==> config.mk <==
export PLATFORM = sky130hd
export DESIGN_NAME = stable_priority_queue
export DESIGN_NICKNAME = d
export VERILOG_FILES = /design/src/rtl/core/spq_pkg.sv /design/src/rtl/core/spq_ram.sv /design/src/rtl/core/spq_ctrl.sv /design/src/rtl/core/spq_dpath.sv /design/src/rtl/core/stable_priority_queue.sv
export SDC_FILE = /design/constraint.sdc
export NUM_CORES = 2
export LEC_CHECK = 0
export CORE_ASPECT_RATIO = 1.2
export CORE_MARGIN = 3
export CORE_UTILIZATION = 50
export CTS_CLUSTER_SIZE = 24
export DETAILED_ROUTE_END_ITERATION = 10
export DONT_BUFFER_PORTS = 1
export PLACE_DENSITY = 0.68
export SYNTH_ARGS = -nofsm -noshare
export SYNTH_HDL_FRONTEND = slang
export SYNTH_SLANG_ARGS = --single-unit
==> constraint.sdc <==
create_clock -name clk -period 5.1 [get_ports clk]
set_clock_uncertainty 0.2 [all_clocks]
set_input_delay 0.255 -clock clk [delete_from_list [all_inputs] [get_ports clk]]
set_output_delay 0.255 -clock clk [all_outputs]
set_load 0.02 [all_outputs]
==> src/rtl/core/spq_pkg.sv <==
// ----------------------------------------------------------------------------
// spq_pkg
// Shared types and constants for the stable priority queue: opcodes, result
// status codes, controller states and the command/status bundles.
// ----------------------------------------------------------------------------
package spq_pkg;

  localparam int SPQ_CAPACITY = 64;
  localparam int SPQ_TAG_BITS = 16;
  localparam int PRI_BITS     = 4;
  localparam int STAT_BITS    = 2;

  typedef enum logic [0:0] {
    OP_INSERT  = 1'b0,
    OP_EXTRACT = 1'b1
  } spq_op_t;

  typedef enum logic [STAT_BITS-1:0] {
    STAT_OK    = 2'd0,
    STAT_EMPTY = 2'd1,
    STAT_FULL  = 2'd2
  } spq_status_t;

  typedef enum logic [2:0] {
    S_IDLE,
    S_SCAN,
    S_PLACE,
    S_EXT,
    S_FIN
  } spq_state_t;

  // controller -> datapath
  typedef struct packed {
    logic load;      // take the input item
    logic shift;     // move the scanned entry up one slot
    logic place;     // write the new entry at the scan index
    logic ext_head;  // reload the head from the read data
    logic fin;       // load the result register
  } spq_cmd_t;

  // datapath -> controller
  typedef struct packed {
    logic extract;   // opcode of the item at the input
    logic full;
    logic empty;
    logic one;       // exactly one entry stored
    logic shift_ok;  // scanned entry has priority >= new entry
    logic idx_one;   // scan index is at slot 1
    logic out_busy;  // result register holds an item not taken this cycle
  } spq_stat_t;

endpackage

==> src/rtl/core/spq_ram.sv <==
// ----------------------------------------------------------------------------
// spq_ram
// Generic simple dual-port RAM: one write port, one read port, registered
// read data.
// ----------------------------------------------------------------------------
module spq_ram #(
  parameter int WIDTH = 8,
  parameter int DEPTH = 64
) (
  input  logic                     clk,
  input  logic                     we,
  input  logic [$clog2(DEPTH)-1:0] waddr,
  input  logic [WIDTH-1:0]         wdata,
  input  logic                     re,
  input  logic [$clog2(DEPTH)-1:0] raddr,
  output logic [WIDTH-1:0]         rdata
);

  logic [WIDTH-1:0] mem [DEPTH];
  logic [WIDTH-1:0] rdata_r;

  always_ff @(posedge clk) begin
    if (we) begin
      mem[waddr] <= wdata;
    end
    if (re) begin
      rdata_r <= mem[raddr];
    end
  end

  assign rdata = rdata_r;

endmodule

==> src/rtl/core/spq_ctrl.sv <==
// ----------------------------------------------------------------------------
// spq_ctrl
// Sequencer of the priority queue: takes one item, steps the insert scan or
// the extract head reload, then hands the result to the output register.
// ----------------------------------------------------------------------------
module spq_ctrl (
  input  logic              clk,
  input  logic              rst_n,
  input  logic              in_valid,
  output logic              in_ready,
  input  spq_pkg::spq_stat_t stat,
  output spq_pkg::spq_cmd_t  cmd
);
  import spq_pkg::*;

  spq_state_t state_r, state_nxt;

  always_ff @(posedge clk) begin
    if (!rst_n) begin
      state_r <= S_IDLE;
    end else begin
      state_r <= state_nxt;
    end
  end

  always_comb begin
    state_nxt = state_r;
    cmd       = '0;
    in_ready  = 1'b0;
    case (state_r)
      S_IDLE: begin
        in_ready = 1'b1;
        if (in_valid) begin
          cmd.load = 1'b1;
          if (!stat.extract) begin
            if (stat.full) begin
              state_nxt = S_FIN;
            end else if (stat.empty) begin
              state_nxt = S_PLACE;
            end else begin
              state_nxt = S_SCAN;
            end
          end else begin
            if (stat.empty || stat.one) begin
              state_nxt = S_FIN;
            end else begin
              state_nxt = S_EXT;
            end
          end
        end
      end
      S_SCAN: begin
        if (stat.shift_ok) begin
          cmd.shift = 1'b1;
          state_nxt = stat.idx_one ? S_PLACE : S_SCAN;
        end else begin
          cmd.place = 1'b1;
          state_nxt = S_FIN;
        end
      end
      S_PLACE: begin
        cmd.place = 1'b1;
        state_nxt = S_FIN;
      end
      S_EXT: begin
        cmd.ext_head = 1'b1;
        state_nxt    = S_FIN;
      end
      S_FIN: begin
        // hold until the result register is free
        if (!stat.out_busy) begin
          cmd.fin   = 1'b1;
          state_nxt = S_IDLE;
        end
      end
      default: begin
        state_nxt = S_IDLE;
      end
    endcase
  end

  a_one_cmd: assert property (@(posedge clk) disable iff (!rst_n)
    $onehot0({cmd.load, cmd.shift, cmd.place, cmd.ext_head, cmd.fin}))
    else $error("spq_ctrl: more than one command in a cycle");

  a_fin_to_idle: assert property (@(posedge clk) disable iff (!rst_n)
    cmd.fin |=> state_r == S_IDLE)
    else $error("spq_ctrl: no return to idle after result");

  a_place_to_fin: assert property (@(posedge clk) disable iff (!rst_n)
    cmd.place |=> state_r == S_FIN)
    else $error("spq_ctrl: place not followed by result");

endmodule

==> src/rtl/core/spq_dpath.sv <==
// ----------------------------------------------------------------------------
// spq_dpath
// Datapath of the priority queue: slot memory, entry count, scan index,
// cached head entry and the result register.
// ----------------------------------------------------------------------------
module spq_dpath #(
  parameter int CAPACITY = spq_pkg::SPQ_CAPACITY,
  parameter int TAG_BITS = spq_pkg::SPQ_TAG_BITS
) (
  input  logic                              clk,
  input  logic                              rst_n,
  input  logic [0:0]                        in_opcode,
  input  logic [spq_pkg::PRI_BITS-1:0]      in_priority,
  input  logic [TAG_BITS-1:0]               in_tag,
  output logic                              out_valid,
  input  logic                              out_ready,
  output logic [spq_pkg::STAT_BITS-1:0]     out_status,
  output logic [spq_pkg::PRI_BITS-1:0]      out_priority,
  output logic [TAG_BITS-1:0]               out_tag,
  output logic                              out_head_valid,
  output logic [spq_pkg::PRI_BITS-1:0]      out_head_priority,
  output logic [TAG_BITS-1:0]               out_head_tag,
  output logic [$clog2(CAPACITY+1)-1:0]     out_entry_count,
  input  spq_pkg::spq_cmd_t                 cmd,
  output spq_pkg::spq_stat_t                stat
);
  import spq_pkg::*;

  localparam int CW = $clog2(CAPACITY + 1);
  localparam int AW = $clog2(CAPACITY);
  localparam int EW = PRI_BITS + TAG_BITS;

  logic [CW-1:0]        count_r, count_nxt;
  logic [CW-1:0]        idx_r, idx_nxt;
  logic [PRI_BITS-1:0]  pri_r, pri_nxt;
  logic [TAG_BITS-1:0]  tag_r, tag_nxt;
  logic [PRI_BITS-1:0]  head_pri_r, head_pri_nxt;
  logic [TAG_BITS-1:0]  head_tag_r, head_tag_nxt;
  logic [STAT_BITS-1:0] res_stat_r, res_stat_nxt;
  logic [PRI_BITS-1:0]  res_pri_r, res_pri_nxt;
  logic [TAG_BITS-1:0]  res_tag_r, res_tag_nxt;

  logic                 out_valid_r, out_valid_nxt;
  logic [STAT_BITS-1:0] o_stat_r, o_stat_nxt;
  logic [PRI_BITS-1:0]  o_pri_r, o_pri_nxt;
  logic [TAG_BITS-1:0]  o_tag_r, o_tag_nxt;
  logic                 o_hv_r, o_hv_nxt;
  logic [PRI_BITS-1:0]  o_hpri_r, o_hpri_nxt;
  logic [TAG_BITS-1:0]  o_htag_r, o_htag_nxt;
  logic [CW-1:0]        o_cnt_r, o_cnt_nxt;

  logic                 is_ext, full, empty;
  logic [CW-1:0]        raddr_full;
  logic                 ram_we;
  logic [AW-1:0]        ram_waddr;
  logic [EW-1:0]        ram_wdata;
  logic [EW-1:0]        ram_rdata;
  logic [PRI_BITS-1:0]  rd_pri;
  logic [TAG_BITS-1:0]  rd_tag;

  assign is_ext = (in_opcode == OP_EXTRACT);
  assign full   = (count_r == CW'(CAPACITY));
  assign empty  = (count_r == '0);
  assign rd_pri = ram_rdata[EW-1:TAG_BITS];
  assign rd_tag = ram_rdata[TAG_BITS-1:0];

  // read the current top on insert, the slot below the top on extract,
  // and two below the scan index while scanning
  always_comb begin
    if (cmd.load) begin
      raddr_full = is_ext ? count_r - CW'(2) : count_r - CW'(1);
    end else begin
      raddr_full = idx_r - CW'(2);
    end
  end

  assign ram_we    = cmd.shift | cmd.place;
  assign ram_waddr = idx_r[AW-1:0];
  assign ram_wdata = cmd.shift ? ram_rdata : {pri_r, tag_r};

  spq_ram #(
    .WIDTH (EW),
    .DEPTH (CAPACITY)
  ) u_slots (
    .clk   (clk),
    .we    (ram_we),
    .waddr (ram_waddr),
    .wdata (ram_wdata),
    .re    (1'b1),
    .raddr (raddr_full[AW-1:0]),
    .rdata (ram_rdata)
  );

  always_comb begin
    count_nxt    = count_r;
    idx_nxt      = idx_r;
    pri_nxt      = pri_r;
    tag_nxt      = tag_r;
    head_pri_nxt = head_pri_r;
    head_tag_nxt = head_tag_r;
    res_stat_nxt = res_stat_r;
    res_pri_nxt  = res_pri_r;
    res_tag_nxt  = res_tag_r;

    if (cmd.load) begin
      pri_nxt      = in_priority;
      tag_nxt      = in_tag;
      idx_nxt      = count_r;
      res_stat_nxt = STAT_OK;
      res_pri_nxt  = '0;
      res_tag_nxt  = '0;
      if (!is_ext && full) begin
        res_stat_nxt = STAT_FULL;
      end else if (is_ext && empty) begin
        res_stat_nxt = STAT_EMPTY;
      end else if (is_ext) begin
        res_pri_nxt = head_pri_r;
        res_tag_nxt = head_tag_r;
        count_nxt   = count_r - CW'(1);
      end
    end

    if (cmd.shift) begin
      idx_nxt = idx_r - CW'(1);
    end

    if (cmd.place) begin
      count_nxt = count_r + CW'(1);
      // new entry lands on top: it becomes the head
      if (idx_r == count_r) begin
        head_pri_nxt = pri_r;
        head_tag_nxt = tag_r;
      end
    end

    if (cmd.ext_head) begin
      head_pri_nxt = rd_pri;
      head_tag_nxt = rd_tag;
    end
  end

  always_comb begin
    out_valid_nxt = out_valid_r;
    o_stat_nxt    = o_stat_r;
    o_pri_nxt     = o_pri_r;
    o_tag_nxt     = o_tag_r;
    o_hv_nxt      = o_hv_r;
    o_hpri_nxt    = o_hpri_r;
    o_htag_nxt    = o_htag_r;
    o_cnt_nxt     = o_cnt_r;
    if (out_valid_r && out_ready) begin
      out_valid_nxt = 1'b0;
    end
    if (cmd.fin) begin
      out_valid_nxt = 1'b1;
      o_stat_nxt    = res_stat_r;
      o_pri_nxt     = res_pri_r;
      o_tag_nxt     = res_tag_r;
      o_hv_nxt      = !empty;
      o_hpri_nxt    = empty ? '0 : head_pri_r;
      o_htag_nxt    = empty ? '0 : head_tag_r;
      o_cnt_nxt     = count_r;
    end
  end

  always_ff @(posedge clk) begin
    if (!rst_n) begin
      count_r     <= '0;
      out_valid_r <= 1'b0;
    end else begin
      count_r     <= count_nxt;
      out_valid_r <= out_valid_nxt;
    end
  end

  always_ff @(posedge clk) begin
    idx_r      <= idx_nxt;
    pri_r      <= pri_nxt;
    tag_r      <= tag_nxt;
    head_pri_r <= head_pri_nxt;
    head_tag_r <= head_tag_nxt;
    res_stat_r <= res_stat_nxt;
    res_pri_r  <= res_pri_nxt;
    res_tag_r  <= res_tag_nxt;
    o_stat_r   <= o_stat_nxt;
    o_pri_r    <= o_pri_nxt;
    o_tag_r    <= o_tag_nxt;
    o_hv_r     <= o_hv_nxt;
    o_hpri_r   <= o_hpri_nxt;
    o_htag_r   <= o_htag_nxt;
    o_cnt_r    <= o_cnt_nxt;
  end

  always_comb begin
    stat          = '0;
    stat.extract  = is_ext;
    stat.full     = full;
    stat.empty    = empty;
    stat.one      = (count_r == CW'(1));
    stat.shift_ok = (rd_pri >= pri_r);
    stat.idx_one  = (idx_r == CW'(1));
    stat.out_busy = out_valid_r && !out_ready;
  end

  assign out_valid         = out_valid_r;
  assign out_status        = o_stat_r;
  assign out_priority      = o_pri_r;
  assign out_tag           = o_tag_r;
  assign out_head_valid    = o_hv_r;
  assign out_head_priority = o_hpri_r;
  assign out_head_tag      = o_htag_r;
  assign out_entry_count   = o_cnt_r;

  a_count_cap: assert property (@(posedge clk) disable iff (!rst_n)
    count_r <= CW'(CAPACITY))
    else $error("spq_dpath: entry count above capacity");

  a_place_room: assert property (@(posedge clk) disable iff (!rst_n)
    cmd.place |-> (count_r < CW'(CAPACITY)) && (idx_r <= count_r))
    else $error("spq_dpath: placement without room or past the top");

  a_shift_idx: assert property (@(posedge clk) disable iff (!rst_n)
    cmd.shift |-> idx_r != '0)
    else $error("spq_dpath: shift below slot zero");

  a_fin_valid: assert property (@(posedge clk) disable iff (!rst_n)
    cmd.fin |=> out_valid_r)
    else $error("spq_dpath: result not presented");

endmodule

==> src/rtl/core/stable_priority_queue.sv <==
// ----------------------------------------------------------------------------
// stable_priority_queue
// Sorted-list priority queue with stable ordering among equal priorities.
// ----------------------------------------------------------------------------
// Entries sit in one slot memory in ascending priority order, the head at the
// top slot and also cached in registers. One memory read reloads the new head
// on an extract, unless the extract empties the queue or finds it empty.
// An insert scans down from the top, moving every stored entry with priority
// equal to or above the new one up one slot, one entry per cycle, through the
// single read and write port of the slot memory. A rejected insert into a
// full queue skips the scan. Results sit in an output register, so the next
// item is taken while the last result waits; its own result then waits while
// the output register still holds an item that has not been taken. Reset
// leaves the slot memory as it is; only the count, the output valid flag and
// the controller state are cleared.
// ----------------------------------------------------------------------------
module stable_priority_queue #(
  parameter int CAPACITY = spq_pkg::SPQ_CAPACITY,
  parameter int TAG_BITS = spq_pkg::SPQ_TAG_BITS
) (
  input  logic                          clk,
  input  logic                          rst_n,
  input  logic                          in_valid,
  output logic                          in_ready,
  input  logic [0:0]                    in_opcode,
  input  logic [spq_pkg::PRI_BITS-1:0]  in_priority,
  input  logic [TAG_BITS-1:0]           in_tag,
  output logic                          out_valid,
  input  logic                          out_ready,
  output logic [spq_pkg::STAT_BITS-1:0] out_status,
  output logic [spq_pkg::PRI_BITS-1:0]  out_priority,
  output logic [TAG_BITS-1:0]           out_tag,
  output logic                          out_head_valid,
  output logic [spq_pkg::PRI_BITS-1:0]  out_head_priority,
  output logic [TAG_BITS-1:0]           out_head_tag,
  output logic [$clog2(CAPACITY+1)-1:0] out_entry_count
);
  import spq_pkg::*;

  spq_cmd_t  cmd;
  spq_stat_t stat;

  spq_ctrl u_ctrl (
    .clk      (clk),
    .rst_n    (rst_n),
    .in_valid (in_valid),
    .in_ready (in_ready),
    .stat     (stat),
    .cmd      (cmd)
  );

  spq_dpath #(
    .CAPACITY (CAPACITY),
    .TAG_BITS (TAG_BITS)
  ) u_dpath (
    .clk               (clk),
    .rst_n             (rst_n),
    .in_opcode         (in_opcode),
    .in_priority       (in_priority),
    .in_tag            (in_tag),
    .out_valid         (out_valid),
    .out_ready         (out_ready),
    .out_status        (out_status),
    .out_priority      (out_priority),
    .out_tag           (out_tag),
    .out_head_valid    (out_head_valid),
    .out_head_priority (out_head_priority),
    .out_head_tag      (out_head_tag),
    .out_entry_count   (out_entry_count),
    .cmd               (cmd),
    .stat              (stat)
  );

endmodule
==> flow_summary_export.csv <==
group,metric,value,unit
run_status,status,"finished, final reports clean",
clocking,ctsLongestPathBuffers,3,
logic_synthesis,syn_avg_cell_area,17.0,um^2
pwr,vdd_drop_max,723,uV
logic_synthesis,synth_cell_types,54,
timing,slew_headroom,0.0698,
global_routing,grtUsageTotal,0.241,
timing,period_needed,4.71,ns
cells_and_area,drive_above_1_share,0.170,
global_routing,grt_pass1_wl,200000,um
critical_path,worstSetupPathType,"reg2reg",
floorplanning,die_area,114000,um^2
clocking,post-cts-setup-buffers,0,
timing,hold_violations,0,
clocking,cts_root_buffer,"clkbuf_16",
timing,setup_viol_count_final,0,
timing,fmax,212,MHz
min_path,hp-start,"out_ready",
clocking,cts.sinks,1430,
timing,layout_worst_path_cycle_share,0.923,
logic_synthesis,synth.cell_area,55100,um^2
timing,drv_slew,0,
logic_synthesis,syn_nets,3287,
routing,routed-via-count,30500,
critical_path,startpoint_type,"register",
critical_path,cpLargestDelayFamily,"compound AO/OA/AOI/OAI gates",
pwr,leakagePower,0.0204,uW
global_routing,gr-total-overflow,0,
floorplanning,die_x,309,um
timing,holdWs,0.135,ns
critical_path,reg2reg_to,"u_dpath.u_slots.rdata[14]",
cells_and_area,nets,3404,
logic_synthesis,ys_seq_area_frac,0.773,
cells_and_area,layout_commonest_cell,"edfxtp_1",
critical_path,worstReg2RegStart,"u_dpath.count_r[1]",
logic_synthesis,synthCells,3245,
critical_path,path_buf_inv,2,
clocking,cts_tree,"built",
timing,worst_slew_pin_slew,1.39,ns
critical_path,cpMaxStageDelayCell,"o21ai_1",
global_routing,antenna_found_initial,5,
global_routing,grt_pass1_vias,29700,
critical_path,worstPathArrival,5.13,ns
floorplanning,core-area,109000,um^2
placed_design,gp_congestion,0.862,
routing,drt-initial-drc-count,3923,
placed_design,place_hpwl,81700,um
critical_path,critical_path_required,5.52,ns
clocking,postCtsResizedCells,0,
critical_path,r2r_slack,0.39,ns
floorplanning,start_util,0.507,
routing,drc,0,
critical_path,critical_path.max_fanout,34,
clocking,hold_buffers,46,
timing,fin_setup_tns,0,ns
clocking,htreeDepth,4,
critical_path,cp_cell_sequence,"inv_1, ha_1, xor2_1, o21ai_1, o21ai_0, and2_2, buf_12, a22oi_1, a21oi_1, or4_1",
cells_and_area,final_cell_mix,"edfxtp_1, nand2_1, nand3_1",
logic_synthesis,ys_ff_latch,1430,
floorplanning,die_y,370,um
critical_path,reg2reg_depth,10,
clocking,clkTransAtPathRegs,0.07,ns
clocking,clk_latency,0.75,ns
routing,vias_per_cell,6.26,
logic_synthesis,synth_edf_count,1399,
global_routing,gr-usage-met3,0.0424,
pwr,power_density,657,nW/um^2
routing,ant_nets,0,
cells_and_area,utilization,0.574,
logic_synthesis,yosys_warnings,0,
routing,wire_per_inst,28.3,um
min_path,holdPathStages,3,
routing,wl,138000,um
global_routing,grt_max_degree,115,
placed_design,numPortBuffers,0,
run,drv_cap,0,
logic_synthesis,synthArstFlopShare,0,
timing,rsz0062_at_grt,"no",
critical_path,end_kind,"register",
global_routing,grt.met1_usage,0.330,
floorplanning,ioPinCount,77,
logic_synthesis,synth_ff_type,"edfxtp_1",
cells_and_area,area_growth,13.1,%
clocking,cts_made_buffers,132,
global_routing,top_usage_layer,"met2",
routing,drt_first_pass_iters,5,
min_path,min_path_type,"in2reg",
global_routing,use_met2,0.380,
min_path,timing.hold.worst_endpoint,"u_dpath.out_valid",
critical_path,max_stage_delay,0.60,ns
floorplanning,fp-row-count,132,
==> worst max-delay path by stage <==
stage | slack, ns | endpoint | depth (start not counted) | startpoint
after floorplan | -0.16 | u_dpath.u_slots.mem[0][17] | 9 | u_dpath.pri_r[0]
after CTS | 0.45 | u_dpath.u_slots.rdata[0] | 9 | u_ctrl.state_r[1]
final | 0.39 | u_dpath.u_slots.rdata[14] | 10 | u_dpath.count_r[1]
after global routing | 0.20 | u_dpath.u_slots.rdata[0] | 9 | u_ctrl.state_r[1]
after global placement | 0.56 | u_dpath.u_slots.rdata[0] | 9 | u_ctrl.state_r[1]
after detailed placement | 0.47 | u_dpath.u_slots.rdata[0] | 9 | u_ctrl.state_r[1]
==> metrics by stage <==
stage | setup WS (ns) | cells | instance area, um^2 | total power (uW)
5_1_grt | 0.205 | 4872 | 62400 | 42500
3_3_place_gp | 0.560 | 4589 | 57600 | 30900
3_5_place_dp | 0.471 | 4589 | 57600 | 31200
2_1_floorplan | -0.161 | 3245 | 55100 | 24800
6_report | 0.391 | 4873 | 62400 | 41000
4_1_cts | 0.448 | 4872 | 62400 | 41000
==> final cells by class <==
| cell class | count | area (um^2) |
|---|---|---|
| Clock inverter | 64 | 687 |
| Antenna cell | 1 | 2.50 |
| Tap cell | 1407 | 1760 |
| Inverter | 15 | 56.3 |
| Fill cell | 7880 | 46300 |
| Sequential cell | 1430 | 42600 |
| Clock buffer | 173 | 3560 |
| Multi-Input combinational cell | 1598 | 11900 |
| Timing Repair Buffer | 185 | 1770 |
==> metal layers <==
layer | vias up | part of all wire
met5 | - | 0.000094
met4 | 2 | 0.049
met3 | 267 | 0.092
met2 | 1687 | 0.48
met1 | 15600 | 0.38
li1 | 12900 | -
==> cell usage after synthesis (9+ instances only) <==
library cell     n  share of area
edfxtp_1      1399           0.76
a21oi_1         89         0.0081
buf_1           15         0.0010
a32oi_1         60         0.0095
and2_1          27         0.0031
a22oi_1         81          0.011
xnor2_1          9         0.0014
nand3_1        188          0.017
xor2_1          13         0.0021
nand4_1         22         0.0025
mux2_2          40         0.0082
mux4_2         160          0.065
or4_1           21         0.0029
inv_1           14        0.00095
nand2_1        553          0.038
clkbuf_1       144         0.0098
buf_2           39         0.0035
a31oi_1         82         0.0093
mux2i_1         66          0.012
nor2_1          77         0.0052
ha_1            17         0.0039
and3_1          25         0.0028
dfxtp_1         31          0.011
o21ai_0         12         0.0011
==> power breakdown <==
part / switching [uW] / total, uW / internal [uW]
Sequential: 513 / 15400 / 14900
Clock: 4190 / 9750 / 5560
Combinational: 10800 / 15800 / 5040
==> registers in the layout (all words and copies together) (netlist names) <==
name,cells
u_dpath.out_status,2
u_dpath.idx_r,7
u_dpath.res_stat_r,2
u_dpath.pri_r,4
u_dpath.res_pri_r,4
u_dpath.out_valid,1
u_ctrl.state_r,3
u_dpath.out_entry_count,7
u_dpath.u_slots.rdata,20
u_dpath.out_head_priority,4
u_dpath.out_priority,4
u_dpath.head_tag_r,16
u_dpath.head_pri_r,4
u_dpath.res_tag_r,16
u_dpath.u_slots.mem,1280
u_dpath.out_head_valid,1
u_dpath.tag_r,16
u_dpath.out_tag,16
u_dpath.count_r,7
u_dpath.out_head_tag,16
==> cell families after synthesis <==
logic type | synth area share
DFF | 0.773
and+or+nand+nor | 0.0756
AOI/OAI and AO/OA | 0.0422
muxes | 0.0855
buffers and inverters | 0.0159
xor gates and xnor gates | 0.00350
adders and majority gates | 0.00386
==> tightest hold or removal path: stages <==
cell	delay, ns
dlygate4sd3_1	0.52
nand2b_1	0.15
a21boi_0	0.09
No activity file was read; power rests on OpenSTA's default activity.
